[config.mk]
export PLATFORM = sky130hd
export DESIGN_NAME = lru_page_replacement_flat
export DESIGN_NICKNAME = d
export VERILOG_FILES = /design/src/rtl/lru_pr_pkg.sv /design/src/rtl/lru_pr_if.sv /design/src/rtl/lru_pr_cell.sv /design/src/rtl/lru_page_replacement.sv /design/src/flat_wrapper.sv
export SDC_FILE = /design/constraint.sdc
export NUM_CORES = 1
export LEC_CHECK = 0
export BUFFER_PORTS_ARGS = -buffer_cell sky130_fd_sc_hd__clkbuf_2
export CORE_UTILIZATION = 45
export CTS_BUF_LIST = sky130_fd_sc_hd__clkbuf_4
export DETAILED_ROUTE_END_ITERATION = 7
export PLACE_DENSITY = 0.72
export SYNTH_ARGS = -nofsm -noshare
export SYNTH_HDL_FRONTEND = slang
export SYNTH_SLANG_ARGS = --single-unit
export TNS_END_PERCENT = 30
[constraint.sdc]
create_clock -name clk -period 4.2 [get_ports clk]
set_clock_uncertainty 0.15 [all_clocks]
set_input_delay 0.42 -clock clk [delete_from_list [all_inputs] [get_ports clk]]
set_output_delay 0.42 -clock clk [all_outputs]
set_load 0.02 [all_outputs]
[src/rtl/lru_pr_pkg.sv]
// shared constants, types and helpers for the lru page replacement block
package lru_pr_pkg;

  localparam int LRU_WAYS      = 4;
  localparam int LRU_PAGE_BITS = 16;
  localparam int LRU_POS_W     = (LRU_WAYS > 2) ? $clog2(LRU_WAYS) : 1;
  localparam int LRU_OCC_W     = $clog2(LRU_WAYS + 1);
  localparam int IO_PAGE_W     = 16;
  localparam int IO_POS_W      = 2;

  typedef logic [LRU_PAGE_BITS-1:0] page_t;
  typedef logic [LRU_POS_W-1:0]     pos_t;
  typedef logic [LRU_OCC_W-1:0]     occ_t;

  // per-cell update controls
  typedef struct packed {
    logic shift;  // take the right neighbour's entry
    logic load;   // take the requested page
  } cell_ctrl_t;

  // port page to stored width: upper bits dropped, short ones zero-extended
  function automatic page_t page_from_port(input logic [IO_PAGE_W-1:0] p);
    logic [LRU_PAGE_BITS+IO_PAGE_W-1:0] tmp;
    tmp = {{LRU_PAGE_BITS{1'b0}}, p};
    return tmp[LRU_PAGE_BITS-1:0];
  endfunction

  function automatic logic [IO_PAGE_W-1:0] page_to_port(input page_t p);
    logic [LRU_PAGE_BITS+IO_PAGE_W-1:0] tmp;
    tmp = {{IO_PAGE_W{1'b0}}, p};
    return tmp[IO_PAGE_W-1:0];
  endfunction

  function automatic logic [IO_POS_W-1:0] pos_to_port(input pos_t p);
    logic [LRU_POS_W+IO_POS_W-1:0] tmp;
    tmp = {{IO_POS_W{1'b0}}, p};
    return tmp[IO_POS_W-1:0];
  endfunction

endpackage

[src/rtl/lru_pr_if.sv]
// request and result channel interfaces
interface lru_pr_in_if;
  logic        valid;
  logic        ready;
  logic [15:0] page;

  modport source (output valid, output page, input ready);
  modport sink   (input valid, input page, output ready);
endinterface

interface lru_pr_out_if;
  logic        valid;
  logic        ready;
  logic        hit;
  logic        evicted;
  logic [15:0] evicted_page;
  logic [1:0]  old_position;
  logic [1:0]  new_position;

  modport source (output valid, output hit, output evicted, output evicted_page,
                  output old_position, output new_position, input ready);
  modport sink   (input valid, input hit, input evicted, input evicted_page,
                  input old_position, input new_position, output ready);
endinterface

[src/rtl/lru_pr_cell.sv]
// one recency slot: holds a page, compares it, shifts or loads on update
module lru_pr_cell
  import lru_pr_pkg::*;
(
  input  logic       clk,
  input  logic       valid,
  input  page_t      req_page,
  input  page_t      right_page,
  input  cell_ctrl_t ctrl,
  output page_t      entry,
  output logic       match
);

  page_t entry_r;
  page_t entry_nxt;

  assign entry = entry_r;
  assign match = valid && (entry_r == req_page);

  always_comb begin
    priority if (ctrl.load) begin
      entry_nxt = req_page;
    end else if (ctrl.shift) begin
      entry_nxt = right_page;
    end else begin
      entry_nxt = entry_r;
    end
  end

  always_ff @(posedge clk) begin
    entry_r <= entry_nxt;
  end

endmodule

[src/rtl/lru_page_replacement.sv]
// top level: lru page store built as a row of shifting cells
//
//   channel | dir | handshake           | payload
//   in_ch   | in  | valid / ready       | page
//   out_ch  | out | valid / ready       | hit, evicted, evicted_page,
//           |     |                     | old_position, new_position
//
// one beat per cycle unless out_ch stalls: all cells compare in parallel
// and shift in the same cycle; the result is registered from that beat.
// a new request is taken when no result is held or the held one is taken.
// reset clears the occupancy count and the result valid; cell contents are
// only read below the occupancy count.
// out_ch stalled with a result held stalls in_ch.
module lru_page_replacement
  import lru_pr_pkg::*;
(
  input  logic         clk,
  input  logic         rst_n,
  lru_pr_in_if.sink    in_ch,
  lru_pr_out_if.source out_ch
);

  occ_t       occ_r;
  occ_t       occ_nxt;
  logic       out_valid_r;
  logic       hit_r;
  logic       evicted_r;
  logic [IO_PAGE_W-1:0] evicted_page_r;
  logic [IO_POS_W-1:0]  old_pos_r;
  logic [IO_POS_W-1:0]  new_pos_r;

  page_t      req_page;
  page_t      entries   [LRU_WAYS];
  page_t      right_pg  [LRU_WAYS];
  logic       cell_vld  [LRU_WAYS];
  logic       match     [LRU_WAYS];
  cell_ctrl_t ctrl      [LRU_WAYS];
  logic       any_hit;
  pos_t       found;
  logic       full;
  logic       accept;
  occ_t       new_pos_occ;

  assign req_page     = page_from_port(in_ch.page);
  assign in_ch.ready  = !out_valid_r || out_ch.ready;
  assign accept       = in_ch.valid && in_ch.ready;
  assign full         = (occ_r == occ_t'(LRU_WAYS));

  genvar g;
  generate
    for (g = 0; g < LRU_WAYS; g++) begin : g_cell
      assign cell_vld[g] = (occ_t'(g) < occ_r);
      if (g == LRU_WAYS - 1) begin : g_last
        assign right_pg[g] = '0;
      end else begin : g_mid
        assign right_pg[g] = entries[g+1];
      end
      lru_pr_cell u_cell (
        .clk        (clk),
        .valid      (cell_vld[g]),
        .req_page   (req_page),
        .right_page (right_pg[g]),
        .ctrl       (ctrl[g]),
        .entry      (entries[g]),
        .match      (match[g])
      );
    end
  endgenerate

  // lowest matching slot
  always_comb begin
    any_hit = 1'b0;
    found   = '0;
    for (int i = LRU_WAYS - 1; i >= 0; i--) begin
      if (match[i]) begin
        any_hit = 1'b1;
        found   = pos_t'(i);
      end
    end
  end

  always_comb begin
    for (int i = 0; i < LRU_WAYS; i++) begin
      ctrl[i] = '0;
      if (accept) begin
        priority if (any_hit) begin
          ctrl[i].shift = (pos_t'(i) >= found) && (occ_t'(i + 1) < occ_r);
          ctrl[i].load  = (occ_t'(i + 1) == occ_r);
        end else if (full) begin
          ctrl[i].shift = (i < LRU_WAYS - 1);
          ctrl[i].load  = (i == LRU_WAYS - 1);
        end else begin
          ctrl[i].load  = (occ_t'(i) == occ_r);
        end
      end
    end
  end

  assign occ_nxt     = (any_hit || full) ? occ_r : occ_r + occ_t'(1);
  assign new_pos_occ = occ_nxt - occ_t'(1);

  always_ff @(posedge clk) begin
    if (!rst_n) begin
      occ_r       <= '0;
      out_valid_r <= 1'b0;
    end else begin
      if (accept) begin
        occ_r       <= occ_nxt;
        out_valid_r <= 1'b1;
      end else if (out_ch.ready) begin
        out_valid_r <= 1'b0;
      end
    end
  end

  always_ff @(posedge clk) begin
    if (accept) begin
      hit_r          <= any_hit;
      evicted_r      <= !any_hit && full;
      evicted_page_r <= (!any_hit && full) ? page_to_port(entries[0]) : '0;
      old_pos_r      <= any_hit ? pos_to_port(found) : '0;
      new_pos_r      <= pos_to_port(new_pos_occ[LRU_POS_W-1:0]);
    end
  end

  assign out_ch.valid        = out_valid_r;
  assign out_ch.hit          = hit_r;
  assign out_ch.evicted      = evicted_r;
  assign out_ch.evicted_page = evicted_page_r;
  assign out_ch.old_position = old_pos_r;
  assign out_ch.new_position = new_pos_r;

endmodule

[src/flat_wrapper.sv]
// flat-port wrapper written by rule: the top's interface ports become plain ports
module lru_page_replacement_flat import lru_pr_pkg::*;
  (clk, rst_n, in_ch_valid, in_ch_page, in_ch_ready, out_ch_valid, out_ch_hit, out_ch_evicted, out_ch_evicted_page, out_ch_old_position, out_ch_new_position, out_ch_ready);
  lru_pr_in_if in_ch_i ();
  lru_pr_out_if out_ch_i ();
  input  logic clk;
  input  logic rst_n;
  input wire logic [$bits(in_ch_i.valid)-1:0] in_ch_valid;
  input wire logic [$bits(in_ch_i.page)-1:0] in_ch_page;
  output wire logic [$bits(in_ch_i.ready)-1:0] in_ch_ready;
  output wire logic [$bits(out_ch_i.valid)-1:0] out_ch_valid;
  output wire logic [$bits(out_ch_i.hit)-1:0] out_ch_hit;
  output wire logic [$bits(out_ch_i.evicted)-1:0] out_ch_evicted;
  output wire logic [$bits(out_ch_i.evicted_page)-1:0] out_ch_evicted_page;
  output wire logic [$bits(out_ch_i.old_position)-1:0] out_ch_old_position;
  output wire logic [$bits(out_ch_i.new_position)-1:0] out_ch_new_position;
  input wire logic [$bits(out_ch_i.ready)-1:0] out_ch_ready;
  assign in_ch_i.valid = in_ch_valid;
  assign in_ch_i.page = in_ch_page;
  assign in_ch_ready = in_ch_i.ready;
  assign out_ch_valid = out_ch_i.valid;
  assign out_ch_hit = out_ch_i.hit;
  assign out_ch_evicted = out_ch_i.evicted;
  assign out_ch_evicted_page = out_ch_i.evicted_page;
  assign out_ch_old_position = out_ch_i.old_position;
  assign out_ch_new_position = out_ch_i.new_position;
  assign out_ch_i.ready = out_ch_ready;
  lru_page_replacement u_core (.clk(clk), .rst_n(rst_n), .in_ch(in_ch_i), .out_ch(out_ch_i));
endmodule
# After elaboration in Yosys (flattened, before gate mapping)
# Cells that the tools add are included.
[word_totals]
regBits = 90
input_bits = 20
out_inout_bits = 24
wordCells = 83
[op_classes]
n_addsub = 2
order_cmp = 9
n_eq_ne = 9
n_mux = 32
reduce_logical = 20
[ops]
columns = ["cell", "n"]
rows = [
  ["two-way mux 16 bit", 8],
  ["equality test 16 bit", 4],
  ["two-way mux 2 bit", 12],
  ["two-way mux 1 bit", 11],
  ["logical AND 1 bit", 10],
  ["nonzero test 2 bit", 5],
  ["equality test 2 x 3 -> 1 bit (first input constant)", 2],
  ["< comparator 1 x 3 -> 1 bit (first input constant)", 2],
  ["< comparator 2 x 3 -> 1 bit (first input constant)", 2],
  ["greater-or-equal comparator 1 x 2 -> 1 bit (first input constant)", 2],
  ["greater-or-equal comparator 2 bit (first input constant)", 2],
  ["adder 3 x 1 -> 3 bit (second input constant)", 1],
  ["equality test 1 x 3 -> 1 bit (first input constant)", 1],
  ["equality test 3 bit (first input constant)", 1],
  ["equality test 3 bit (second input constant)", 1],
  ["zero test 3 bit", 1],
  ["< comparator 3 bit (first input constant)", 1],
  ["two-way mux 3 bit", 1],
  ["zero test 1 bit", 2],
  ["logical OR 1 bit", 2],
  ["subtractor 2 x 1 -> 2 bit (second input constant)", 1],
]

# Depth between registers and ports, before layout
# Gate-level depths: netlist of the first run.
[depth]
ltp_word = 12
depth_mapped = 10
mapped_depth_nobuf = 7

# Hierarchy
# Synthesis of the first run repeated with hierarchy kept, for this count alone.
[hier_totals]
hier_cells = 332
area_unflattened_um2 = 4644.5
[modules_own_cells]
columns = ["mod", "n_inst", "cells_each", "area_per_inst_um2", "seq_area_each_um2"]
rows = [
  ["lru_pr_cell", 4, 57, 858.3, 480.5],
  ["lru_page_replacement", 1, 104, 1211.2, 740.7],
]

# Least setup slack after synthesis of the first run
# No wires, ideal clock.
[synth_path]
path_type = "in2reg"
from = "input in_ch_page[2]"
to = "register u_core.g_cell[0].u_cell.entry_r[0] (enable)"
setup_ns = 0.414
arrival_ns = 3.200
required_time_ns = 3.636
setup_slack_ns = 0.436
cell_stages = 8
path_buffers = 1
cell_sequence = "buf_2 xor2_1 or4b_1 nor4_2 a22oi_2 nor2_1 nor2_1 o31ai_1"
[synth_via]
elab_chain_len = 11
elab_cells_between_ends = 21
classes_between = "order compare: 1; eq/ne: 4; mux: 10; reduce/logical: 6"
[synth_lines]
columns = ["element", "line_no", "rtl"]
rows = [
  ["from (decl)", "flat_wrapper.sv:9", "input wire logic [$bits(in_ch_i.page)-1:0] in_ch_page;"],
  ["equality test 16 bit", "lru_pr_cell.sv:18", "assign match = valid && (entry_r == req_page);"],
  ["logical AND 1 bit", "lru_pr_cell.sv:18", ""],
  ["two-way mux 2 bit (4 in a row)", "lru_page_replacement.sv:75", "if (match[i]) begin"],
  ["greater-or-equal comparator 1 x 2 -> 1 bit", "lru_page_replacement.sv:87", "ctrl[i].shift = (pos_t'(i) >= found) && (occ_t'(i + 1) < occ_r);"],
  ["logical AND 1 bit", "lru_page_replacement.sv:87", ""],
  ["two-way mux 2 bit (*)", "lru_page_replacement.sv:86", "priority if (any_hit) begin"],
  ["two-way mux 2 bit (*)", "lru_page_replacement.sv:85", "if (accept) begin"],
  ["nonzero test 2 bit (no source line) (*)", "n/a", ""],
  ["to (signal assigned)", "lru_pr_cell.sv:31", "entry_r <= entry_nxt;"],
  ["to (decl)", "lru_pr_cell.sv:14", "page_t entry_r;"],
]
# Every way passes the cells marked *; elsewhere a longest branch is shown, timed or not.
# A chain may end at the register's enable or synchronous reset.

# Worst setup path after layout of the first run
[layout_path]
from = "register u_core.g_cell[1].u_cell.entry_r[3]"
to = "register u_core.g_cell[2].u_cell.entry_r[14] (enable)"
[layout_via]
elab_chain_len = 9
elab_cells_between_ends = 11
classes_between = "order compare: 1; eq/ne: 1; mux: 6; reduce/logical: 3"
[layout_lines]
columns = ["element", "line_no"]
rows = [
  ["from (decl)", "lru_pr_cell.sv:14"],
  ["from (signal assigned)", "lru_pr_cell.sv:31"],
  ["equality test 16 bit (*)", "lru_pr_cell.sv:18"],
  ["logical AND 1 bit (*)", "lru_pr_cell.sv:18"],
  ["two-way mux 2 bit (2 in a row)", "lru_page_replacement.sv:75"],
  ["greater-or-equal comparator 2 bit", "lru_page_replacement.sv:87"],
  ["logical AND 1 bit", "lru_page_replacement.sv:87"],
  ["two-way mux 2 bit (*)", "lru_page_replacement.sv:86"],
  ["two-way mux 2 bit (*)", "lru_page_replacement.sv:85"],
  ["nonzero test 2 bit (no source line) (*)", "n/a"],
  ["to (signal assigned)", "lru_pr_cell.sv:31"],
  ["to (decl)", "lru_pr_cell.sv:14"],
]
# Marked as above.

==> results of run 1 <==
power by group through the flow:
stage	logic, W	clock network (W)	registers (W)
global route	0.000255	0.000543	0.00105
floorplan	0.000166	0	0.00107
finish	0.000234	0.000501	0.00105
CTS	0.000235	0.000512	0.00105
global placement	0.000228	0	0.00106
detailed placement	0.000233	0	0.00107
registers in the layout (all words and copies together) (netlist names):
register,count
u_core.g_cell.u_cell.entry,64
u_core.out_ch.evicted_page,16
u_core.occ_r,3
u_core.out_ch.new_position,2
u_core.out_ch.old_position,2
u_core.out_ch.evicted,1
u_core.out_ch.hit,1
u_core.out_ch.valid,1
worst max path at each step:
stage                                               startpoint                                     endpoint
finish              u_core.g_cell[1].u_cell.entry[3]$_DFFE_PP_  u_core.g_cell[2].u_cell.entry[14]$_DFFE_PP_
global route        u_core.g_cell[1].u_cell.entry[3]$_DFFE_PP_  u_core.g_cell[2].u_cell.entry[13]$_DFFE_PP_
CTS                 u_core.g_cell[1].u_cell.entry[3]$_DFFE_PP_  u_core.g_cell[2].u_cell.entry[14]$_DFFE_PP_
detailed placement                               in_ch_page[2]   u_core.g_cell[2].u_cell.entry[3]$_DFFE_PP_
global placement                                 in_ch_page[2]   u_core.g_cell[2].u_cell.entry[3]$_DFFE_PP_
floorplan                                        in_ch_page[2]   u_core.g_cell[0].u_cell.entry[0]$_DFFE_PP_
routing by layer:
metal | global-route usage (%) | routed length, um
met2 | 29.40 | 4590
met5 | 0 | 0
met3 | 3.100 | 335
met4 | 7.339 | 148
met1 | 23.25 | 4390
tightest hold or removal path, cell delays in order:
cell	delay (ns)
clkbuf_2	0.09
inv_1	0.04
a21boi_0	0.07
layout make-up:
cell class                      count  share of cell area, %
Inverter                            4                 0.2793
Timing Repair Buffer               50                  4.981
Sequential cell                    90                  49.53
Multi-Input combinational cell    254                  39.36
Tap cell                          136                  3.166
Clock buffer                        9                  1.257
Clock inverter                      7                  1.420
cells in the final DEF, fill, tap and decap left out, types with 12 or more instances in the layout:
cell type  Yosys  final
edfxtp_1      86     86
clkbuf_2       0     43
xnor2_1       36     36
and2_1        33     33
xor2_1        31     31
mux2_2        30     30
mux2_4        19     19
nand2_1       14     14
nand4_1       14     14
nor2_1        12     12
through the flow:
step / util (%) / hold slack [ns]
global route: 51.15 / 0.05760
global placement: 49.74 / 0.3712
detailed placement: 49.74 / 0.4085
finish: 51.15 / 0.07269
floorplan: - / 0.3963
CTS: 51.11 / 0.05176
cells by family after synthesis:
family / share of synthesized area [%]
and+or+nand+nor: 14.20
DFF: 53.87
xor gates and xnor gates: 11.87
muxes: 13.57
buffers and inverters: 3.493
AOI/OAI and AO/OA: 2.228
adders and majority gates: 0.7596
==> flow_summary_export.csv, run 1 <==
group,metric,value,unit
layout,fin_nets,432,
pwr,switching_share,26.64,%
worst_setup_path,criticalPathCategory,"flip-flop to flip-flop",
global_routing,grt_max_degree,24,
pwr,clkPwrFrac,28.2,%
floorplanning,die_area,11410,um^2
status,outcome,"finished clean",
synthesis,ys.flop_type,"edfxtp_1",
min_path,hp-start,"in_ch_valid",
place,preCtsSetupSlack,0.4000,ns
synthesis,synth_area_leader_cell,"edfxtp_1",
floorplanning,core-area,10510,um^2
drt,drc,0,
pwr,report.power.total,0.001780,W
pwr,peakVddDrop,0.0001444,V
synthesis,synth.most_common_cell,"edfxtp_1",
clocking,htree_levels,3,
drt,vias_per_cell,5.260,
drt,routed_wl,9.464,mm
place,place.gp.congestion,0.8752,
drt,post_drt_wl_per_cell,17.21,um
sta,rsz0062_at_grt,"false",
pwr,comb_power_share,13.1,%
synthesis,synth_area,4942,um^2
worst_setup_path,crit_arrival,3.05,ns
place,portBuffers,43,
global_routing,grt_pass1_wl,15.24,mm
floorplanning,num_rows,37,
pwr,switching_power,0.0004742,W
pwr,intPower,0.001306,W
global_routing,grt_pass1_vias,2926,
sta,maxSlewViolCount,0,
layout,fillCellCount,903,
place,dp_hpwl,7.148,mm
floorplanning,ios,44,
synthesis,ys_seq_area_share,53.87,%
worst_setup_path,r2r_slack,1.08,ns
sta,slew_headroom,22.74,%
synthesis,ys_seq_elements,90,
worst_setup_path,path_cells,"xor2_1 -> or4b_1 -> nor4_2 -> a22oi_2 -> nand2_1 -> a21oi_1 -> o21bai_2",
synthesis,syn_inst,374,
clocking,tritoncts,"done",
sta,tightestPinTransition,1.159,ns
layout,multi_input_area,2116,um^2
clocking,clk_pin_slew_worst_paths,0.16,ns
synthesis,syn-num-nets,397,
worst_setup_path,cp_num_buf_inv,0,
drt,dr.pass1.iters,4,
worst_setup_path,crit_fanout,16,
floorplanning,die_w,106.8,um
layout,finalNonFillerCells,550,
min_path,min_path_cells,3,
worst_setup_path,critical-path-top-delay-family,"simple AND/OR/NAND/NOR gates",
place,placed_cells,534,
clocking,cts_max_path_buffers,2,
clocking,numCtsBuffers,9,
synthesis,yosys_warnings,0,
layout,area_growth,8.760,%
worst_setup_path,r2r_end,"u_core.g_cell[2].u_cell.entry[14]$_DFFE_PP_",
worst_setup_path,worst_path_largest_cell_delay,0.66,ns
pwr,p_per_area,331.2,nW/um^2
synthesis,synth_edf_count,86,
synthesis,postSynthAreaPerCell,13.21,um^2
min_path,min_to,"u_core.out_ch.valid$_SDFFE_PN0P_",
layout,drive_above_1_share,30.43,%
synthesis,ys_types,47,
clocking,cts_setup_buffers,0,
synthesis,synthTopCellsByCount,"edfxtp_1 (86), xnor2_1 (36), and2_1 (33)",
sta,setup_viol,0,
sta,fmax,320.6,MHz
job,maxCapViolations,0,
layout,diodes,0,
worst_setup_path,crit_cells,7,
layout,stdcell_area,5375,um^2
floorplanning,die_h,106.8,um
sta,layout_setup_ws,1.081,ns
floorplanning,start_util,47.03,%
min_path,min_path_type,"input pin to flip-flop",
worst_setup_path,required,4.13,ns
worst_setup_path,critPathLaunchType,"flip-flop",
global_routing,grt_usage,17.84,%
drt,drt_iter0_drc,281,
synthesis,yosysTopAreaCellShare,52.25,%
place,postPlaceCellArea,5228,um^2
layout,seqCellArea,2663,um^2
clocking,hold_buffers,0,
worst_setup_path,crit_path_end_kind,"flip-flop",
clocking,root_buffer,"clkbuf_4",
worst_setup_path,crit-reg2reg-launch,"u_core.g_cell[1].u_cell.entry[3]$_DFFE_PP_",
sta,min_period_over_period,74.26,%
synthesis,async_flop_share,0,%
clocking,clk_latency,0.44,ns
drt,postRouteAntennaNets,0,
synthesis,ys_top_cells_by_area,"edfxtp_1 (52%), mux2_2 (6.8%), xnor2_1 (6.4%), mux2_4 (5.8%), xor2_1 (5.5%)",
clocking,postCtsResizedCells,0,
sta,hold_viol,0,
clocking,cts.sinks,90,
sta,setup-tns-final,0,ns
drt,num_vias,2893,
pwr,leakage,1.909,nW
global_routing,grt_antenna_before_repair,0,
global_routing,grt_overflow,0,
worst_setup_path,r2r.worst_path.cells,7,
sta,finalWorstPathRequiredPeriod,3.119,ns
pwr,seqPwrFrac,58.7,%
worst_setup_path,crit_slowest_cell,"o21bai_2",
Power figures use the tool's default switching activity.
==> run 2, diff against run 1 <==
--- a/config.mk
+++ b/config.mk
@@ -9,7 +9,7 @@
 export CORE_UTILIZATION = 45
 export CTS_BUF_LIST = sky130_fd_sc_hd__clkbuf_4
 export DETAILED_ROUTE_END_ITERATION = 7
-export PLACE_DENSITY = 0.72
+export PLACE_DENSITY = 0.74
 export SYNTH_ARGS = -nofsm -noshare
 export SYNTH_HDL_FRONTEND = slang
 export SYNTH_SLANG_ARGS = --single-unit
==> constraint.sdc (replaced) <==
create_clock -name clk -period 2.7 [get_ports clk]
set_clock_uncertainty 0.15 [all_clocks]
set_input_delay 0.27 -clock clk [delete_from_list [all_inputs] [get_ports clk]]
set_output_delay 0.27 -clock clk [all_outputs]
set_load 0.02 [all_outputs]
==> flow_summary_export.csv, run 2 (synthesis gave the netlist of run 1 again) <==
group,metric,value,unit
sta,fmax,340.6,MHz
clocking,htree_levels,3,
worst_setup_path,criticalPathCategory,"flip-flop to flip-flop",
worst_setup_path,crit_path_end_kind,"flip-flop",
status,outcome,"finished, violations left",
floorplanning,die_area,11410,um^2
sta,setup-tns-final,-16.17,ns
place,place.gp.congestion,0.8603,
worst_setup_path,crit-reg2reg-launch,"u_core.g_cell[1].u_cell.entry[0]$_DFFE_PP_",
sta,maxSlewViolCount,0,
clocking,root_buffer,"clkbuf_4",
layout,drive_above_1_share,40.59,%
sta,tightestPinTransition,0.4706,ns
drt,drt_iter0_drc,192,
worst_setup_path,r2r.worst_path.cells,8,
drt,drc,0,
drt,vias_per_cell,5.195,
layout,layout_commonest_cell,"edfxtp_1",
job,maxCapViolations,0,
place,dp_hpwl,8.067,mm
worst_setup_path,crit_start,"u_core.g_cell[1].u_cell.entry[0]$_DFFE_PP_",
sta,min_period_over_period,108.7,%
pwr,leakage,2.266,nW
clocking,tritoncts,"done",
floorplanning,die_h,106.8,um
sta,slew_headroom,68.54,%
layout,area_growth,22.48,%
place,portBuffers,43,
worst_setup_path,cp-endpoint,"u_core.g_cell[1].u_cell.entry[3]$_DFFE_PP_",
layout,fin_nets,491,
pwr,p_per_area,456.4,nW/um^2
worst_setup_path,crit_arrival,3.00,ns
pwr,peakVddDrop,0.0002882,V
clocking,clk_latency,0.43,ns
clocking,cts_max_path_buffers,2,
drt,dr.pass1.iters,4,
sta,finalWorstPathRequiredPeriod,2.936,ns
sta,layout_setup_ws,-0.2357,ns
global_routing,grt_max_degree,19,
global_routing,grt_pass1_vias,3273,
worst_setup_path,required,2.76,ns
floorplanning,core-area,10510,um^2
status,violations,"setup timing",
worst_setup_path,r2r_end,"u_core.g_cell[1].u_cell.entry[3]$_DFFE_PP_",
drt,routed_wl,10.38,mm
layout,largest_register_ffs,64,
clocking,numCtsBuffers,9,
place,preCtsSetupSlack,-0.2863,ns
floorplanning,die_w,106.8,um
global_routing,grt_overflow,0,
floorplanning,ios,44,
sta,rsz0062_at_grt,"true",
drt,postRouteAntennaNets,0,
worst_setup_path,r2r_slack,-0.24,ns
layout,final_cell_mix,"edfxtp_1 (86), buf_4 (54), clkbuf_2 (43), xnor2_1 (34), and2_1 (33)",
floorplanning,start_util,47.03,%
global_routing,grt_usage,19.08,%
worst_setup_path,crit_fanout,11,
layout,diodes,0,
clocking,cts.sinks,90,
global_routing,grt_pass1_wl,16.50,mm
drt,post_drt_wl_per_cell,17.04,um
clocking,clk_pin_slew_worst_paths,0.16,ns
drt,num_vias,3164,
worst_setup_path,critPathLaunchType,"flip-flop",
floorplanning,num_rows,37,
sta,setup_viol,127,
sta,hold_viol,0,
min_path,min_path_type,"input pin to flip-flop",
global_routing,grt_antenna_before_repair,0,
-- run 2: metrics by stage --
stage          total power [W]  std cells  hold WS (ns)  utilization, %  area, um^2
5_1_grt               0.002869        609       0.08615           57.60        6053
6_report              0.002763        609       0.09687           57.60        6053
3_5_place_dp          0.002097        586        0.3866           55.08        5788
4_1_cts               0.002777        607       0.07076           57.24        6016
2_1_floorplan         0.001943        374        0.2588               -        5071
3_3_place_gp          0.002082        586        0.3741           55.08        5788
-- run 2: repair_timing --
item	CTS	global route
hold buffers	3	0
buffers inserted	2	1
setup endpoints to repair	129	149
resized for setup	12	5
hold endpoints to repair	4	0
gates cloned	0	1
pin swaps	2	0
-- run 2: worst min path at each step --
stage	cells after the start	startpoint	to
after floorplan	2	in_ch_valid	u_core.out_ch.valid$_SDFFE_PN0P_
after global placement	3	in_ch_valid	u_core.out_ch.valid$_SDFFE_PN0P_
after detailed placement	3	in_ch_valid	u_core.out_ch.valid$_SDFFE_PN0P_
after CTS	2	in_ch_page[9]	u_core.g_cell[3].u_cell.entry[9]$_SDFFCE_PN0P_
after global routing	2	in_ch_page[9]	u_core.g_cell[3].u_cell.entry[9]$_SDFFCE_PN0P_
final	2	in_ch_page[9]	u_core.g_cell[3].u_cell.entry[9]$_SDFFCE_PN0P_
-- run 2: final cells by class --
class | instances | area (um^2)
timing repair buffer | 108 | 810.8
inverter | 4 | 18.77
fill | 846 | 4456
clock buffer | 9 | 67.56
tap | 136 | 170.2
sequential | 90 | 2663
multi-input combinational | 255 | 2271
clock inverter | 7 | 52.55
-- run 2: worst max-delay path, cell delays in order, from the launching register on --
cell      delay, ns
edfxtp_1       0.44
xor2_1         0.18
nor4_1         0.31
nand3_1        0.12
or4b_4         0.51
nand4_4        0.15
mux2i_4        0.33
buf_12         0.19
mux2_2         0.35
-- run 2: power by group --
group	total, W	switching (W)	internal [W]
Combinational	0.000468	0.000248	0.000221
Clock	0.000673	0.000479	0.000194
Sequential	0.00162	0.0000297	0.00159
-- run 2: layer usage --
metal / global-route usage (%) / part of all wire [%] / up-vias / wire length (um)
li1: - / - / 1554 / -
met1: 25.81 / 46 / 1498 / 4727
met2: 31.80 / 48 / 101 / 4999
met3: 2.310 / 5.0 / 11 / 521
met4: 6.458 / 1.2 / 0 / 128
met5: 0 / 0 / - / 0
==> run 3, diff against run 2 <==
--- a/config.mk
+++ b/config.mk
@@ -9,7 +9,7 @@
 export CORE_UTILIZATION = 45
 export CTS_BUF_LIST = sky130_fd_sc_hd__clkbuf_4
 export DETAILED_ROUTE_END_ITERATION = 7
-export PLACE_DENSITY = 0.74
+export PLACE_DENSITY = 0.72
 export SYNTH_ARGS = -nofsm -noshare
 export SYNTH_HDL_FRONTEND = slang
 export SYNTH_SLANG_ARGS = --single-unit
==> constraint.sdc (replaced) <==
create_clock -name clk -period 3 [get_ports clk]
set_clock_uncertainty 0.15 [all_clocks]
set_input_delay 0.3 -clock clk [delete_from_list [all_inputs] [get_ports clk]]
set_output_delay 0.3 -clock clk [all_outputs]
set_load 0.02 [all_outputs]
==> flow_summary_export.csv, run 3 (synthesis gave the netlist of run 1 again) <==
group,metric,value,unit
drt,drc,0,
global_routing,grt_usage,18.07,%
worst_setup_path,crit_fanout,8,
layout,fillCellCount,857,
global_routing,grt_overflow,0,
sta,min_period_over_period,100.4,%
place,dp_hpwl,7.555,mm
clocking,htree_levels,3,
layout,largest_register_ffs,64,
worst_setup_path,crit_arrival,3.07,ns
drt,dr.pass1.iters,4,
layout,diodes,0,
floorplanning,core-area,10510,um^2
layout,layout_commonest_cell,"edfxtp_1",
worst_setup_path,required,3.06,ns
floorplanning,ios,44,
worst_setup_path,critPathLaunchType,"flip-flop",
place,postPlaceCellArea,5635,um^2
place,portBuffers,43,
sta,rsz0062_at_grt,"true",
floorplanning,die_w,106.8,um
layout,final_cell_mix,"edfxtp_1 (86), buf_4 (49), clkbuf_2 (43), xnor2_1 (36)",
sta,finalWorstPathRequiredPeriod,3.011,ns
drt,vias_per_cell,5.171,
global_routing,grt_max_degree,24,
global_routing,grt_pass1_wl,15.49,mm
drt,post_drt_wl_per_cell,16.42,um
global_routing,grt_pass1_vias,3035,
clocking,clk_latency,0.44,ns
clocking,clk_pin_slew_worst_paths,0.16,ns
global_routing,grt_antenna_before_repair,0,
sta,layout_setup_ws,-0.01051,ns
layout,stdcell_area,5956,um^2
drt,drt_iter0_drc,150,
sta,maxSlewViolCount,0,
sta,tightestPinTransition,0.4882,ns
clocking,numCtsBuffers,9,
clocking,cts.sinks,90,
layout,fin_util,56.67,%
layout,drive_above_1_share,38.06,%
sta,setup_viol,5,
sta,slew_headroom,67.37,%
job,maxCapViolations,0,
drt,num_vias,3108,
floorplanning,num_rows,37,
worst_setup_path,criticalPathCategory,"flip-flop to flip-flop",
sta,hold_viol,0,
pwr,peakVddDrop,0.0002032,V
place,place.gp.congestion,0.8489,
floorplanning,die_area,11410,um^2
drt,routed_wl,9.868,mm
clocking,root_buffer,"clkbuf_4",
layout,fin_nets,483,
sta,fmax,332.2,MHz
drt,postRouteAntennaNets,0,
min_path,min_path_type,"input pin to flip-flop",
floorplanning,start_util,47.03,%
status,outcome,"finished, violations left",
layout,area_growth,20.51,%
pwr,leakage,2.230,nW
pwr,p_per_area,429.5,nW/um^2
floorplanning,die_h,106.8,um
worst_setup_path,crit_path_end_kind,"flip-flop",
pwr,report.power.total,0.002558,W
status,violations,"setup timing",
clocking,cts_max_path_buffers,2,
clocking,tritoncts,"done",
==> run 3: cell types whose count changed in the layout (fill, tap and decap cells not counted), moves of 2 or more <==
cell        before  now
mux2_2          20   16
buf_12           8    5
buf_4           54   49
clkinvlp_4       4    1
mux2_4          29   33
xnor2_2          2    0
xnor2_1         34   36
==> run 3: through the flow <==
stage               setup TNS (ns)  hold WS (ns)  setup slack, ns  cells
finish                    -0.03149        0.1378         -0.01051    601
global route               -0.7446        0.1212         -0.06593    601
CTS                      -0.002143        0.1124        -0.002143    598
detailed placement          -3.904        0.3973          -0.1149    578
global placement            -2.155        0.3667         -0.08128    578
floorplan                  -0.9311        0.2888         -0.05819    374
==> run 3: layer usage <==
| layer | track usage [%] | wire length [um] |
|---|---|---|
| met5 | 0 | 0 |
| met4 | 6.751 | 125 |
| met3 | 2.188 | 409 |
| met2 | 29.72 | 4736 |
| met1 | 24.51 | 4595 |
==> run 3: cell type report <==
cell class	instances	area [um^2]	area share, %
flip-flops and latches	90	2663	44.71
multi-input cells	254	2226	37.37
repair buffers	101	738.2	12.39
well taps	136	170.2	2.857
clock inverters	7	76.32	1.282
clock buffers	9	67.56	1.134
inverters	4	15.01	0.2521
==> run 3: worst paths after layout <==
check	from	endpoint	slack [ns]	cells after the start
hold reg to reg	u_core.g_cell[0].u_cell.entry[8]$_DFFE_PP_	u_core.out_ch.evicted_page[8]$_SDFFCE_PN0P_	0.44	1
setup reg to reg	u_core.g_cell[1].u_cell.entry[0]$_DFFE_PP_	u_core.g_cell[2].u_cell.entry[11]$_DFFE_PP_	-0.01	8
setup / recovery	u_core.g_cell[1].u_cell.entry[0]$_DFFE_PP_	u_core.g_cell[2].u_cell.entry[11]$_DFFE_PP_	-0.01	8
hold / removal	in_ch_page[5]	u_core.g_cell[1].u_cell.entry[5]$_DFFE_PP_	0.14	2
==> run 3: worst max-delay path, stage by stage (launching register included) <==
cell and delay, ns:
edfxtp_1 0.47, xor2_2 0.19, nor4_2 0.28, nand3_1 0.11, or4b_4 0.54, nand4_4 0.14, mux2i_4 0.36, clkbuf_16 0.23
mux2_4 0.30
==> run 3: repair_timing <==
| item | CTS | global route |
|---|---|---|
| setup endpoints to repair | 40 | 59 |
| buffers inserted | 1 | 2 |
| resized for setup | 2 | 17 |
| pin swaps | 1 | 3 |
| cloned | 0 | 1 |
| endpoints found under the hold margin | 4 | 0 |
| hold buffers | 3 | 0 |
==> run 3: power breakdown <==
| part | leakage, nW | switching (W) | total [W] | internal [W] |
|---|---|---|---|---|
| Combinational | 1.31 | 0.000214 | 0.000405 | 0.000191 |
| Clock | 0.0746 | 0.000433 | 0.000694 | 0.000260 |
| Sequential | 0.846 | 0.0000270 | 0.00146 | 0.00143 |
